==> src/rhsm_pkg.sv <==
package rhsm_pkg;

  localparam logic [1:0] REQ_CLEAR = 2'd0;
  localparam logic [1:0] REQ_PAT   = 2'd1;
  localparam logic [1:0] REQ_TEXT  = 2'd2;
  localparam logic [1:0] REQ_RSVD  = 2'd3;

  localparam logic [1:0] CFG_RADIX  = 2'd0;
  localparam logic [1:0] CFG_MOD    = 2'd1;
  localparam logic [1:0] CFG_PATLEN = 2'd2;

  localparam logic KIND_MATCH = 1'b0;
  localparam logic KIND_SUM   = 1'b1;

  localparam int RADIX_W  = 10;
  localparam int PATLEN_W = 5;
  localparam int CNT_W    = 32;

  typedef enum logic [3:0] {
    ST_IDLE,
    ST_T_RED,
    ST_T_CVD,
    ST_T_DROP,
    ST_T_MUL,
    ST_T_CV,
    ST_T_PH,
    ST_T_CMP,
    ST_T_END,
    ST_P_RR,
    ST_P_PH,
    ST_P_CV,
    ST_P_LEAD,
    ST_OUT_M,
    ST_OUT_S
  } st_t;

  typedef struct packed {
    logic       alnum;
    logic [5:0] val;
  } cmap_t;

  function automatic cmap_t char_map(input logic [7:0] c);
    cmap_t r;
    r.alnum = 1'b1;
    r.val   = 6'd0;
    if (c >= 8'h41 && c <= 8'h5A) begin
      r.val = 6'(c - 8'h41) + 6'd10;
    end else if (c >= 8'h61 && c <= 8'h7A) begin
      r.val = 6'(c - 8'h61) + 6'd36;
    end else if (c >= 8'h30 && c <= 8'h39) begin
      r.val = 6'(c - 8'h30);
    end else begin
      r.alnum = 1'b0;
    end
    return r;
  endfunction

endpackage

==> src/rhsm_modmul.sv <==
// Bit-serial (a * b) mod q, b taken MSB first, one bit per cycle. a must be below q.
module rhsm_modmul #(
  parameter int MW  = 31,
  parameter int OPW = 31
) (
  input  logic           clk,
  input  logic           rst_n,
  input  logic           start,
  input  logic [MW-1:0]  a,
  input  logic [OPW-1:0] b,
  input  logic [MW-1:0]  q,
  output logic           done,
  output logic [MW-1:0]  res
);

  localparam int CW = $clog2(OPW + 1);

  logic [MW-1:0]  r_r, a_r, q_r;
  logic [OPW-1:0] b_r;
  logic [CW-1:0]  cnt_r;
  logic           busy_r, done_r;
  logic [MW+1:0]  s, q1, q2;
  logic [MW-1:0]  r_nxt;

  always_comb begin
    q1 = {2'b00, q_r};
    q2 = {1'b0, q_r, 1'b0};
    s  = {1'b0, r_r, 1'b0} + (b_r[OPW-1] ? {2'b00, a_r} : '0);
    if (s >= q2) begin
      r_nxt = MW'(s - q2);
    end else if (s >= q1) begin
      r_nxt = MW'(s - q1);
    end else begin
      r_nxt = MW'(s);
    end
  end

  always_ff @(posedge clk) begin
    if (!rst_n) begin
      busy_r <= 1'b0;
      done_r <= 1'b0;
      cnt_r  <= '0;
    end else begin
      done_r <= 1'b0;
      if (start) begin
        busy_r <= 1'b1;
        cnt_r  <= CW'(OPW);
      end else if (busy_r) begin
        cnt_r <= cnt_r - CW'(1);
        if (cnt_r == CW'(1)) begin
          busy_r <= 1'b0;
          done_r <= 1'b1;
        end
      end
    end
  end

  always_ff @(posedge clk) begin
    if (start) begin
      r_r <= '0;
      a_r <= a;
      b_r <= b;
      q_r <= q;
    end else if (busy_r) begin
      r_r <= r_nxt;
      b_r <= {b_r[OPW-2:0], 1'b0};
    end
  end

  assign done = done_r;
  assign res  = r_r;

endmodule

==> src/rolling_hash_string_matcher_unit.sv <==
// Rabin-Karp string matcher.
// Input stream: in_tuser = request (clear, pattern char, text char), in_tdata = char byte,
// in_tlast = end of text (text chars only). One transaction at a time; in_tready is low
// while an item is in work or its results wait.
// Output stream: out_tuser = kind (match / end-of-text summary), out_tdata = match
// position (low 32) and spurious count (high 32), out_tlast on the last result of an item.
// Config channel cfg_valid/cfg_index/cfg_data writes radix, modulus, pattern length;
// cfg_ready is always high. Write only while the block is idle.
// Products: every modular product runs on one shared bit-serial unit of OPW bits
// (OPW = max(MOD_WIDTH,10)). A pattern char takes 3-4 passes, a text char 3-6 passes
// plus up to m compare steps. Results then wait in the output register until taken;
// a receiver stall simply holds the block.
// Reset: synchronous, clears hashes, counters, window and registers to defaults.
module rolling_hash_string_matcher_unit
  import rhsm_pkg::*;
#(
  parameter int MAX_PATTERN = 16,
  parameter int MOD_WIDTH   = 31,
  parameter int POS_WIDTH   = 32
) (
  input  logic                 clk,
  input  logic                 rst_n,
  input  logic                 in_tvalid,
  output logic                 in_tready,
  input  logic [7:0]           in_tdata,   // [7:0] ch
  input  logic [1:0]           in_tuser,   // [1:0] req_type
  input  logic                 in_tlast,
  output logic                 out_tvalid,
  input  logic                 out_tready,
  output logic [63:0]          out_tdata,  // [31:0] match_pos, [63:32] spurious_count
  output logic                 out_tuser,  // [0] kind
  output logic                 out_tlast,
  input  logic                 cfg_valid,
  output logic                 cfg_ready,
  input  logic [1:0]           cfg_index,
  input  logic [((MOD_WIDTH > RADIX_W) ? MOD_WIDTH : RADIX_W)-1:0] cfg_data
);

  localparam int MW  = MOD_WIDTH;
  localparam int OPW = (MOD_WIDTH > RADIX_W) ? MOD_WIDTH : RADIX_W;
  localparam int LW  = $clog2(MAX_PATTERN + 1);
  localparam int IW  = (MAX_PATTERN > 1) ? $clog2(MAX_PATTERN) : 1;

  st_t state_r, state_nxt;
  logic launch_r;

  logic [RADIX_W-1:0]  radix_r;
  logic [MW-1:0]       mod_r;
  logic [PATLEN_W-1:0] plen_r;

  logic [7:0]          pstore_r [MAX_PATTERN];
  logic [7:0]          wstore_r [MAX_PATTERN];
  logic [MW-1:0]       ph_r, wh_r, lead_r, tmp_r, tmp2_r;
  logic [LW-1:0]       loaded_r;
  logic [POS_WIDTH-1:0] text_r;
  logic [CNT_W-1:0]    fh_r, sum_r, mpos_r;
  logic [1:0]          req_r;
  logic [7:0]          ch_r;
  logic                eot_r, have_m_r;
  logic [IW-1:0]       idx_r;

  logic [MW-1:0]  q, one_q, u_a, u_res;
  logic [OPW-1:0] u_b, cvb;
  logic           u_start, u_done, pass_st;
  logic [LW-1:0]  m;
  logic [IW-1:0]  rd_idx;
  logic [7:0]     sel_ch;
  cmap_t          cm;
  logic [POS_WIDTH-1:0] text_inc;
  logic [MW:0]    add_s, sub_s;
  logic           in_acc, out_acc, cmp_eq, cmp_last;

  assign q     = (mod_r == '0) ? MW'(1) : mod_r;
  assign one_q = (q == MW'(1)) ? '0 : MW'(1);
  assign m = (plen_r == '0) ? LW'(1) :
             (32'(plen_r) > 32'(MAX_PATTERN)) ? LW'(MAX_PATTERN) : LW'(plen_r);

  assign rd_idx = IW'(LW'(MAX_PATTERN) - m) + idx_r;
  assign sel_ch = (state_r == ST_T_CVD) ? wstore_r[rd_idx] : ch_r;
  assign cm     = char_map(sel_ch);
  assign cvb    = cm.alnum ? OPW'(cm.val) : OPW'(q - MW'(1));

  assign text_inc = (text_r == '1) ? text_r : text_r + POS_WIDTH'(1);
  assign add_s    = {1'b0, tmp_r} + {1'b0, u_res};
  assign sub_s    = (tmp_r >= u_res) ? {1'b0, tmp_r} - {1'b0, u_res}
                                     : {1'b0, tmp_r} + {1'b0, q} - {1'b0, u_res};
  assign cmp_eq   = pstore_r[idx_r] == wstore_r[rd_idx];
  assign cmp_last = LW'(idx_r) == (m - LW'(1));

  assign in_acc  = in_tvalid && in_tready;
  assign out_acc = out_tvalid && out_tready;

  rhsm_modmul #(.MW(MW), .OPW(OPW)) u_mm (
    .clk   (clk),
    .rst_n (rst_n),
    .start (u_start),
    .a     (u_a),
    .b     (u_b),
    .q     (q),
    .done  (u_done),
    .res   (u_res)
  );

  // next state
  always_comb begin
    state_nxt = state_r;
    case (state_r)
      ST_IDLE: begin
        if (in_acc) begin
          if (in_tuser == REQ_TEXT) begin
            state_nxt = ST_T_RED;
          end else if (in_tuser == REQ_PAT && loaded_r < m) begin
            state_nxt = ST_P_RR;
          end
        end
      end
      ST_T_RED:  if (u_done) state_nxt = (text_r >= POS_WIDTH'(m)) ? ST_T_CVD : ST_T_MUL;
      ST_T_CVD:  if (u_done) state_nxt = ST_T_DROP;
      ST_T_DROP: if (u_done) state_nxt = ST_T_MUL;
      ST_T_MUL:  if (u_done) state_nxt = ST_T_CV;
      ST_T_CV: begin
        if (u_done) begin
          state_nxt = (text_inc >= POS_WIDTH'(m) && loaded_r == m) ? ST_T_PH : ST_T_END;
        end
      end
      ST_T_PH:   if (u_done) state_nxt = (u_res == wh_r) ? ST_T_CMP : ST_T_END;
      ST_T_CMP:  if (!cmp_eq || cmp_last) state_nxt = ST_T_END;
      ST_T_END: begin
        if (have_m_r) state_nxt = ST_OUT_M;
        else if (eot_r) state_nxt = ST_OUT_S;
        else state_nxt = ST_IDLE;
      end
      ST_P_RR:   if (u_done) state_nxt = ST_P_PH;
      ST_P_PH:   if (u_done) state_nxt = ST_P_CV;
      ST_P_CV:   if (u_done) state_nxt = (loaded_r != '0) ? ST_P_LEAD : ST_IDLE;
      ST_P_LEAD: if (u_done) state_nxt = ST_IDLE;
      ST_OUT_M:  if (out_acc) state_nxt = eot_r ? ST_OUT_S : ST_IDLE;
      ST_OUT_S:  if (out_acc) state_nxt = ST_IDLE;
      default:   state_nxt = ST_IDLE;
    endcase
  end

  // outputs and shared-unit operands
  always_comb begin
    in_tready = state_r == ST_IDLE;
    out_tvalid = (state_r == ST_OUT_M) || (state_r == ST_OUT_S);
    out_tuser  = (state_r == ST_OUT_S) ? KIND_SUM : KIND_MATCH;
    out_tlast  = (state_r == ST_OUT_S) || !eot_r;
    out_tdata  = (state_r == ST_OUT_S) ? {sum_r, 32'd0} : {32'd0, mpos_r};
    pass_st    = 1'b1;
    u_a        = one_q;
    u_b        = cvb;
    case (state_r)
      ST_T_RED:  u_b = OPW'(wh_r);
      ST_T_CVD:  u_b = cvb;
      ST_T_DROP: begin u_a = tmp2_r; u_b = OPW'(lead_r); end
      ST_T_MUL:  begin u_a = tmp_r;  u_b = OPW'(radix_r); end
      ST_T_CV:   u_b = cvb;
      ST_T_PH:   u_b = OPW'(ph_r);
      ST_P_RR:   u_b = OPW'(radix_r);
      ST_P_PH:   begin u_a = tmp2_r; u_b = OPW'(ph_r); end
      ST_P_CV:   u_b = cvb;
      ST_P_LEAD: begin u_a = tmp2_r; u_b = OPW'(lead_r); end
      default:   pass_st = 1'b0;
    endcase
    u_start = pass_st && launch_r;
  end

  always_ff @(posedge clk) begin
    if (!rst_n) begin
      state_r  <= ST_IDLE;
      launch_r <= 1'b0;
    end else begin
      state_r  <= state_nxt;
      launch_r <= state_nxt != state_r;
    end
  end

  always_ff @(posedge clk) begin
    if (!rst_n) begin
      radix_r <= RADIX_W'(62);
      mod_r   <= MW'(101);
      plen_r  <= PATLEN_W'(1);
    end else if (cfg_valid && cfg_ready) begin
      case (cfg_index)
        CFG_RADIX:  radix_r <= cfg_data[RADIX_W-1:0];
        CFG_MOD:    mod_r   <= cfg_data[MW-1:0];
        CFG_PATLEN: plen_r  <= cfg_data[PATLEN_W-1:0];
        default:    ;
      endcase
    end
  end
  assign cfg_ready = 1'b1;

  always_ff @(posedge clk) begin
    if (!rst_n) begin
      ph_r     <= '0;
      wh_r     <= '0;
      lead_r   <= MW'(1);
      loaded_r <= '0;
      text_r   <= '0;
      fh_r     <= '0;
      have_m_r <= 1'b0;
      eot_r    <= 1'b0;
      for (int i = 0; i < MAX_PATTERN; i++) wstore_r[i] <= '0;
    end else begin
      case (state_r)
        ST_IDLE: begin
          if (in_acc) begin
            req_r    <= in_tuser;
            ch_r     <= in_tdata;
            eot_r    <= in_tlast && (in_tuser == REQ_TEXT);
            idx_r    <= '0;
            have_m_r <= 1'b0;
            if (in_tuser == REQ_CLEAR) begin
              ph_r     <= '0;
              wh_r     <= '0;
              lead_r   <= MW'(1);
              loaded_r <= '0;
              text_r   <= '0;
              fh_r     <= '0;
              for (int i = 0; i < MAX_PATTERN; i++) wstore_r[i] <= '0;
            end
          end
        end
        ST_T_RED:  if (u_done) tmp_r <= u_res;
        ST_T_CVD:  if (u_done) tmp2_r <= u_res;
        ST_T_DROP: if (u_done) tmp_r <= MW'((sub_s >= {1'b0, q}) ? sub_s - {1'b0, q} : sub_s);
        ST_T_MUL:  if (u_done) tmp_r <= u_res;
        ST_T_CV: begin
          if (u_done) begin
            wh_r   <= MW'((add_s >= {1'b0, q}) ? add_s - {1'b0, q} : add_s);
            text_r <= text_inc;
            for (int i = 0; i < MAX_PATTERN - 1; i++) wstore_r[i] <= wstore_r[i+1];
            wstore_r[MAX_PATTERN-1] <= ch_r;
          end
        end
        ST_T_CMP: begin
          idx_r <= idx_r + IW'(1);
          if (!cmp_eq) begin
            if (fh_r != '1) fh_r <= fh_r + CNT_W'(1);
          end else if (cmp_last) begin
            have_m_r <= 1'b1;
            mpos_r   <= CNT_W'(text_r - POS_WIDTH'(m));
          end
        end
        ST_T_END: begin
          if (eot_r) begin
            sum_r  <= fh_r;
            wh_r   <= '0;
            text_r <= '0;
            fh_r   <= '0;
            for (int i = 0; i < MAX_PATTERN; i++) wstore_r[i] <= '0;
          end
        end
        ST_P_RR:   if (u_done) tmp2_r <= u_res;
        ST_P_PH:   if (u_done) tmp_r <= u_res;
        ST_P_CV: begin
          if (u_done) begin
            ph_r     <= MW'((add_s >= {1'b0, q}) ? add_s - {1'b0, q} : add_s);
            loaded_r <= loaded_r + LW'(1);
          end
        end
        ST_P_LEAD: if (u_done) lead_r <= u_res;
        default: ;
      endcase
    end
  end

  always_ff @(posedge clk) begin
    if (state_r == ST_P_CV && u_done) pstore_r[loaded_r[IW-1:0]] <= ch_r;
  end

  // req_r kept for debug visibility of the item in work
  logic req_text_w;
  assign req_text_w = req_r == REQ_TEXT;

  a_ready_excl: assert property (@(posedge clk) disable iff (!rst_n)
    in_tready |-> !out_tvalid) else $error("input ready while a result is pending");

  a_sum_last: assert property (@(posedge clk) disable iff (!rst_n)
    (out_tvalid && out_tuser == KIND_SUM) |-> out_tlast)
    else $error("summary must close the run");

  a_cmp_full: assert property (@(posedge clk) disable iff (!rst_n)
    (state_r == ST_T_CMP) |-> (loaded_r == m && req_text_w))
    else $error("compare with incomplete pattern");

  a_done_pass: assert property (@(posedge clk) disable iff (!rst_n)
    u_done |-> pass_st) else $error("product finished outside a pass state");

endmodule

==> config.mk <==
export PLATFORM = sky130hd
export DESIGN_NAME = rolling_hash_string_matcher_unit
export DESIGN_NICKNAME = d
export VERILOG_FILES = /design/src/rhsm_pkg.sv /design/src/rhsm_modmul.sv /design/src/rolling_hash_string_matcher_unit.sv
export SDC_FILE = /design/constraint.sdc
export NUM_CORES = 2
export LEC_CHECK = 0
export ABC_AREA = 1
export BUFFER_PORTS_ARGS = -buffer_cell sky130_fd_sc_hd__buf_2
export CORE_MARGIN = 2
export CORE_UTILIZATION = 45
export DETAILED_ROUTE_END_ITERATION = 7
export SLEW_MARGIN = 20
export SYNTH_ARGS = -nofsm -noshare
export SYNTH_HDL_FRONTEND = slang
export SYNTH_SLANG_ARGS = --single-unit
==> constraint.sdc <==
create_clock -name clk -period 6.2 [get_ports clk]
set_input_delay 0.31 -clock clk [delete_from_list [all_inputs] [get_ports clk]]
set_output_delay 0.31 -clock clk [all_outputs]
set_load 0.03 [all_outputs]
==> impl_metrics.py <==
metrics = {
    "die": {
        "die_height_um": 345,
        "core.rowCount": 125,
        "start_util_pct": 45.2,
        "die-area_um2": 119000,
        "die_w_um": 345,
        "io_pins": 118,
        "design.core.area_um2": 116000,
    },
    "setup_path": {
        "start_kind": "register",
        "slowest_delay_ns": 0.50,
        "endpoint_kind": "register",
        "critPathMaxFanout": 19,
        "arrival_ns": 6.23,
        "crit_top_cell": "nand2_1",
        "crit_slowest_cell": "fa_1",
        "required_ns": 6.62,
        "path_class": "reg -> reg",
    },
    "sta": {
        "slew_headroom_pct": 20.7,
        "max_freq_ghz": 0.172,
        "final.setup.tns_ns": 0,
        "timing.final.crit_share_pct": 93.7,
        "tightest_slew_ns": 1.18,
        "layout_setup_ws_ns": 0.392,
        "fin_skew_ns": 0.0731,
        "period_needed_ns": 5.81,
        "setup-violations-final": 0,
        "drv_slew": 0,
        "rsz0062_at_grt": "no",
        "hold_violations": 0,
    },
    "logic_synthesis": {
        "yosys_warnings": 0,
        "avgSynthCellArea_um2": 7.12,
        "synth-main-ff-cell": "edfxtp_1",
        "ys_seq_elements": 744,
        "syn-num-nets": 7732,
        "synth-edff-count": 415,
        "synthCells": 7356,
        "synth_area_um2": 52400,
        "ys_seq_area_share_pct": 36.4,
        "ys_types": 65,
        "async_flop_share_pct": 0,
    },
    "final_layout": {
        "syn_to_final_growth_pct": 12.2,
        "fillers": 11700,
        "drive_gt1_share_pct": 7.62,
        "stdcell_count": 9083,
        "post-route-util_pct": 50.7,
        "layout.nets": 7856,
    },
    "power_and_ir_drop": {
        "intPower_mw": 15.7,
        "ir_drop_uv": 406,
        "p_comb_share_pct": 64.2,
        "leakage_nw": 26.1,
        "power_switching_mw": 16.8,
        "pwr-share-clk_pct": 17.4,
        "power_density_nw_per_um2": 553,
        "switching_share_pct": 51.8,
        "p_seq_share_pct": 18.4,
    },
    "status": {
        "outcome": "completed",
    },
    "routing": {
        "num_vias": 51500,
        "ant_nets": 0,
        "drc": 0,
        "via_per_inst": 5.67,
        "routed_wirelength_um": 220000,
        "drtIter0Drc": 5217,
        "wire_per_inst_um": 24.2,
        "drt-pass1-iter-count": 7,
    },
    "global_route": {
        "antenna_found_initial": 7,
        "grt_usage_pct": 35.9,
        "grt_pass1_wl_um": 321000,
        "grt_pass1_vias": 49200,
        "grt_max_degree": 91,
        "grt-ovfl-total": 0,
    },
    "placed_design": {
        "globalplace.congestion": 1.06,
        "preCtsSetupSlack_ns": 0.275,
        "io_buffers": 116,
        "placed_cells": 8891,
        "hpwl_um": 168000,
    },
    "min_path": {
        "hold_class": "in -> reg",
    },
    "cts": {
        "clkTransAtPathRegs_ns": 0.06,
        "cts_tree": "built",
        "cts_num_sinks": 744,
        "postCtsSetupBuffers": 0,
        "cts_buffers": 89,
        "htreeDepth": 3,
        "insertion_delay_ns": 0.72,
        "root_buffer": "clkbuf_16",
        "cts_buffer_depth": 3,
    },
    "job": {
        "max-cap-violations": 0,
    },
}
## metal layers
layer | track usage [%] | vias to the layer above | routed length [um]
li1 | - | 24400 | -
met1 | 44.4 | 24500 | 87300
met2 | 58.4 | 2141 | 100000
met3 | 6.22 | 490 | 16500
met4 | 22.0 | 4 | 15700
met5 | 0.160 | - | 32
## power groups by stage
stage               Clock, mW  Sequential, mW  Combinational [mW]
finish                   5.65            5.97                20.9
global route             5.89            5.96                22.7
CTS                      5.70            5.95                20.5
detailed placement          0            6.05                20.3
global placement            0            6.04                20.5
floorplan                   0            5.99                13.2
## cell usage after synthesis (all sizes together), types with 27 or more instances
master	number	share of area, %
buf	70	0.68
nand4	118	1.4
inv	949	6.8
ha	287	6.9
nand2	1880	14
clkbuf	240	1.7
fa	40	1.5
edfxtp	415	24
dfxtp	329	13
nor3	105	1.1
o21bai	28	0.40
o211ai	27	0.39
xor2	217	3.6
xnor2	86	1.4
o21ai	408	3.9
nand3	565	5.5
nor4	42	0.51
a21o	40	0.57
o22ai	32	0.38
a21oi	589	5.6
nor2	714	5.1
## state kept, by name (all words and copies together) (netlist names), 32 cells and up, named ones only
name and cells:
sum_r 32, wstore_r 128, pstore_r 128, mpos_r 32
text_r 32, fh_r 32
## cell usage in the layout (no fill, tap or decap), types with 10 or more instances in the layout
master | netlist | routed
o21bai_1 | 28 | 28
or2_2 | 16 | 16
o21ai_0 | 381 | 374
dfxtp_1 | 329 | 325
buf_2 | 41 | 115
ha_1 | 287 | 286
nor3_1 | 100 | 98
nand4_1 | 117 | 117
a21boi_0 | 20 | 18
nor4_1 | 41 | 39
fa_1 | 40 | 40
inv_2 | 14 | 14
nor2_1 | 711 | 702
dlygate4sd3_1 | 0 | 22
o211ai_1 | 27 | 27
clkinv_1 | 6 | 14
a21oi_1 | 588 | 583
o21a_1 | 19 | 19
a22oi_1 | 25 | 25
o21ai_1 | 25 | 30
a211oi_1 | 12 | 12
nand2_1 | 1863 | 1860
edfxtp_1 | 415 | 415
a21o_1 | 40 | 40
nand3_1 | 555 | 553
nand3_2 | 10 | 12
inv_1 | 935 | 933
xor2_1 | 216 | 216
bufinv_16 | 0 | 11
clkbuf_1 | 239 | 15
clkinv_2 | 0 | 22
clkbuf_16 | 0 | 90
a31oi_1 | 19 | 18
buf_4 | 3 | 198
xnor2_1 | 86 | 86
a221oi_1 | 11 | 10
nor2_2 | 3 | 10
nand2_2 | 14 | 17
o22ai_1 | 32 | 32
## layout make-up
cell class / instances / area (um2) / share of cell area (%)
Timing Repair Buffer: 343 / 2440 / 4.16
Clock inverter: 56 / 724 / 1.23
Tap cell: 1524 / 1910 / 3.25
Clock buffer: 112 / 2400 / 4.09
Multi-Input combinational cell: 5347 / 28600 / 48.7
Antenna cell: 2 / 5.00 / 0.00852
Inverter: 955 / 3590 / 6.11
Sequential cell: 744 / 19100 / 32.4
## worst max-delay path: cells and delay by family, from the launching register on
kind	cells	cell delay [ns]
xor gates and xnor gates	1	0.27
and+or+nand+nor	21	2.45
adders and majority gates	4	1.37
AOI/OAI and AO/OA	4	0.61
buffers and inverters	3	0.39
DFF	1	0.37
## stage by stage
step                area [um2]  total power [mW]  hold slack (ns)
floorplan                52400              19.2            0.409
global placement         55400              26.6            0.438
detailed placement       55400              26.4            0.437
CTS                      58700              32.1           0.0414
global route             58800              34.6           0.0886
finish                   58800              32.5           0.0868
## cells by family after synthesis
kind of cell / synth area share (%)
AOI/OAI and AO/OA: 13.4
xor gates and xnor gates: 5.08
adders and majority gates: 8.38
buffers and inverters: 9.24
DFF: 36.4
other: 0.00716
and+or+nand+nor: 27.6
## repair_timing
action | in CTS | in global routing
hold buffers | 22 | 0
endpoints found under the setup margin | 0 | 39
endpoints found under the hold margin | 24 | 0
gates resized for setup | 0 | 18
## worst paths after layout
| path | from | endpoint | slack [ns] | depth (start not counted) |
|---|---|---|---|---|
| hold / removal | rst_n | lead_r[19] | 0.09 | 3 |
| hold reg to reg | wstore_r[8][3] | wstore_r[8][3] | 0.46 | 2 |
| setup / recovery | mod_r[25] | tmp_r[16] | 0.39 | 33 |
| setup reg to reg | mod_r[25] | tmp_r[16] | 0.39 | 33 |
No activity file was read; power rests on OpenSTA's default activity.
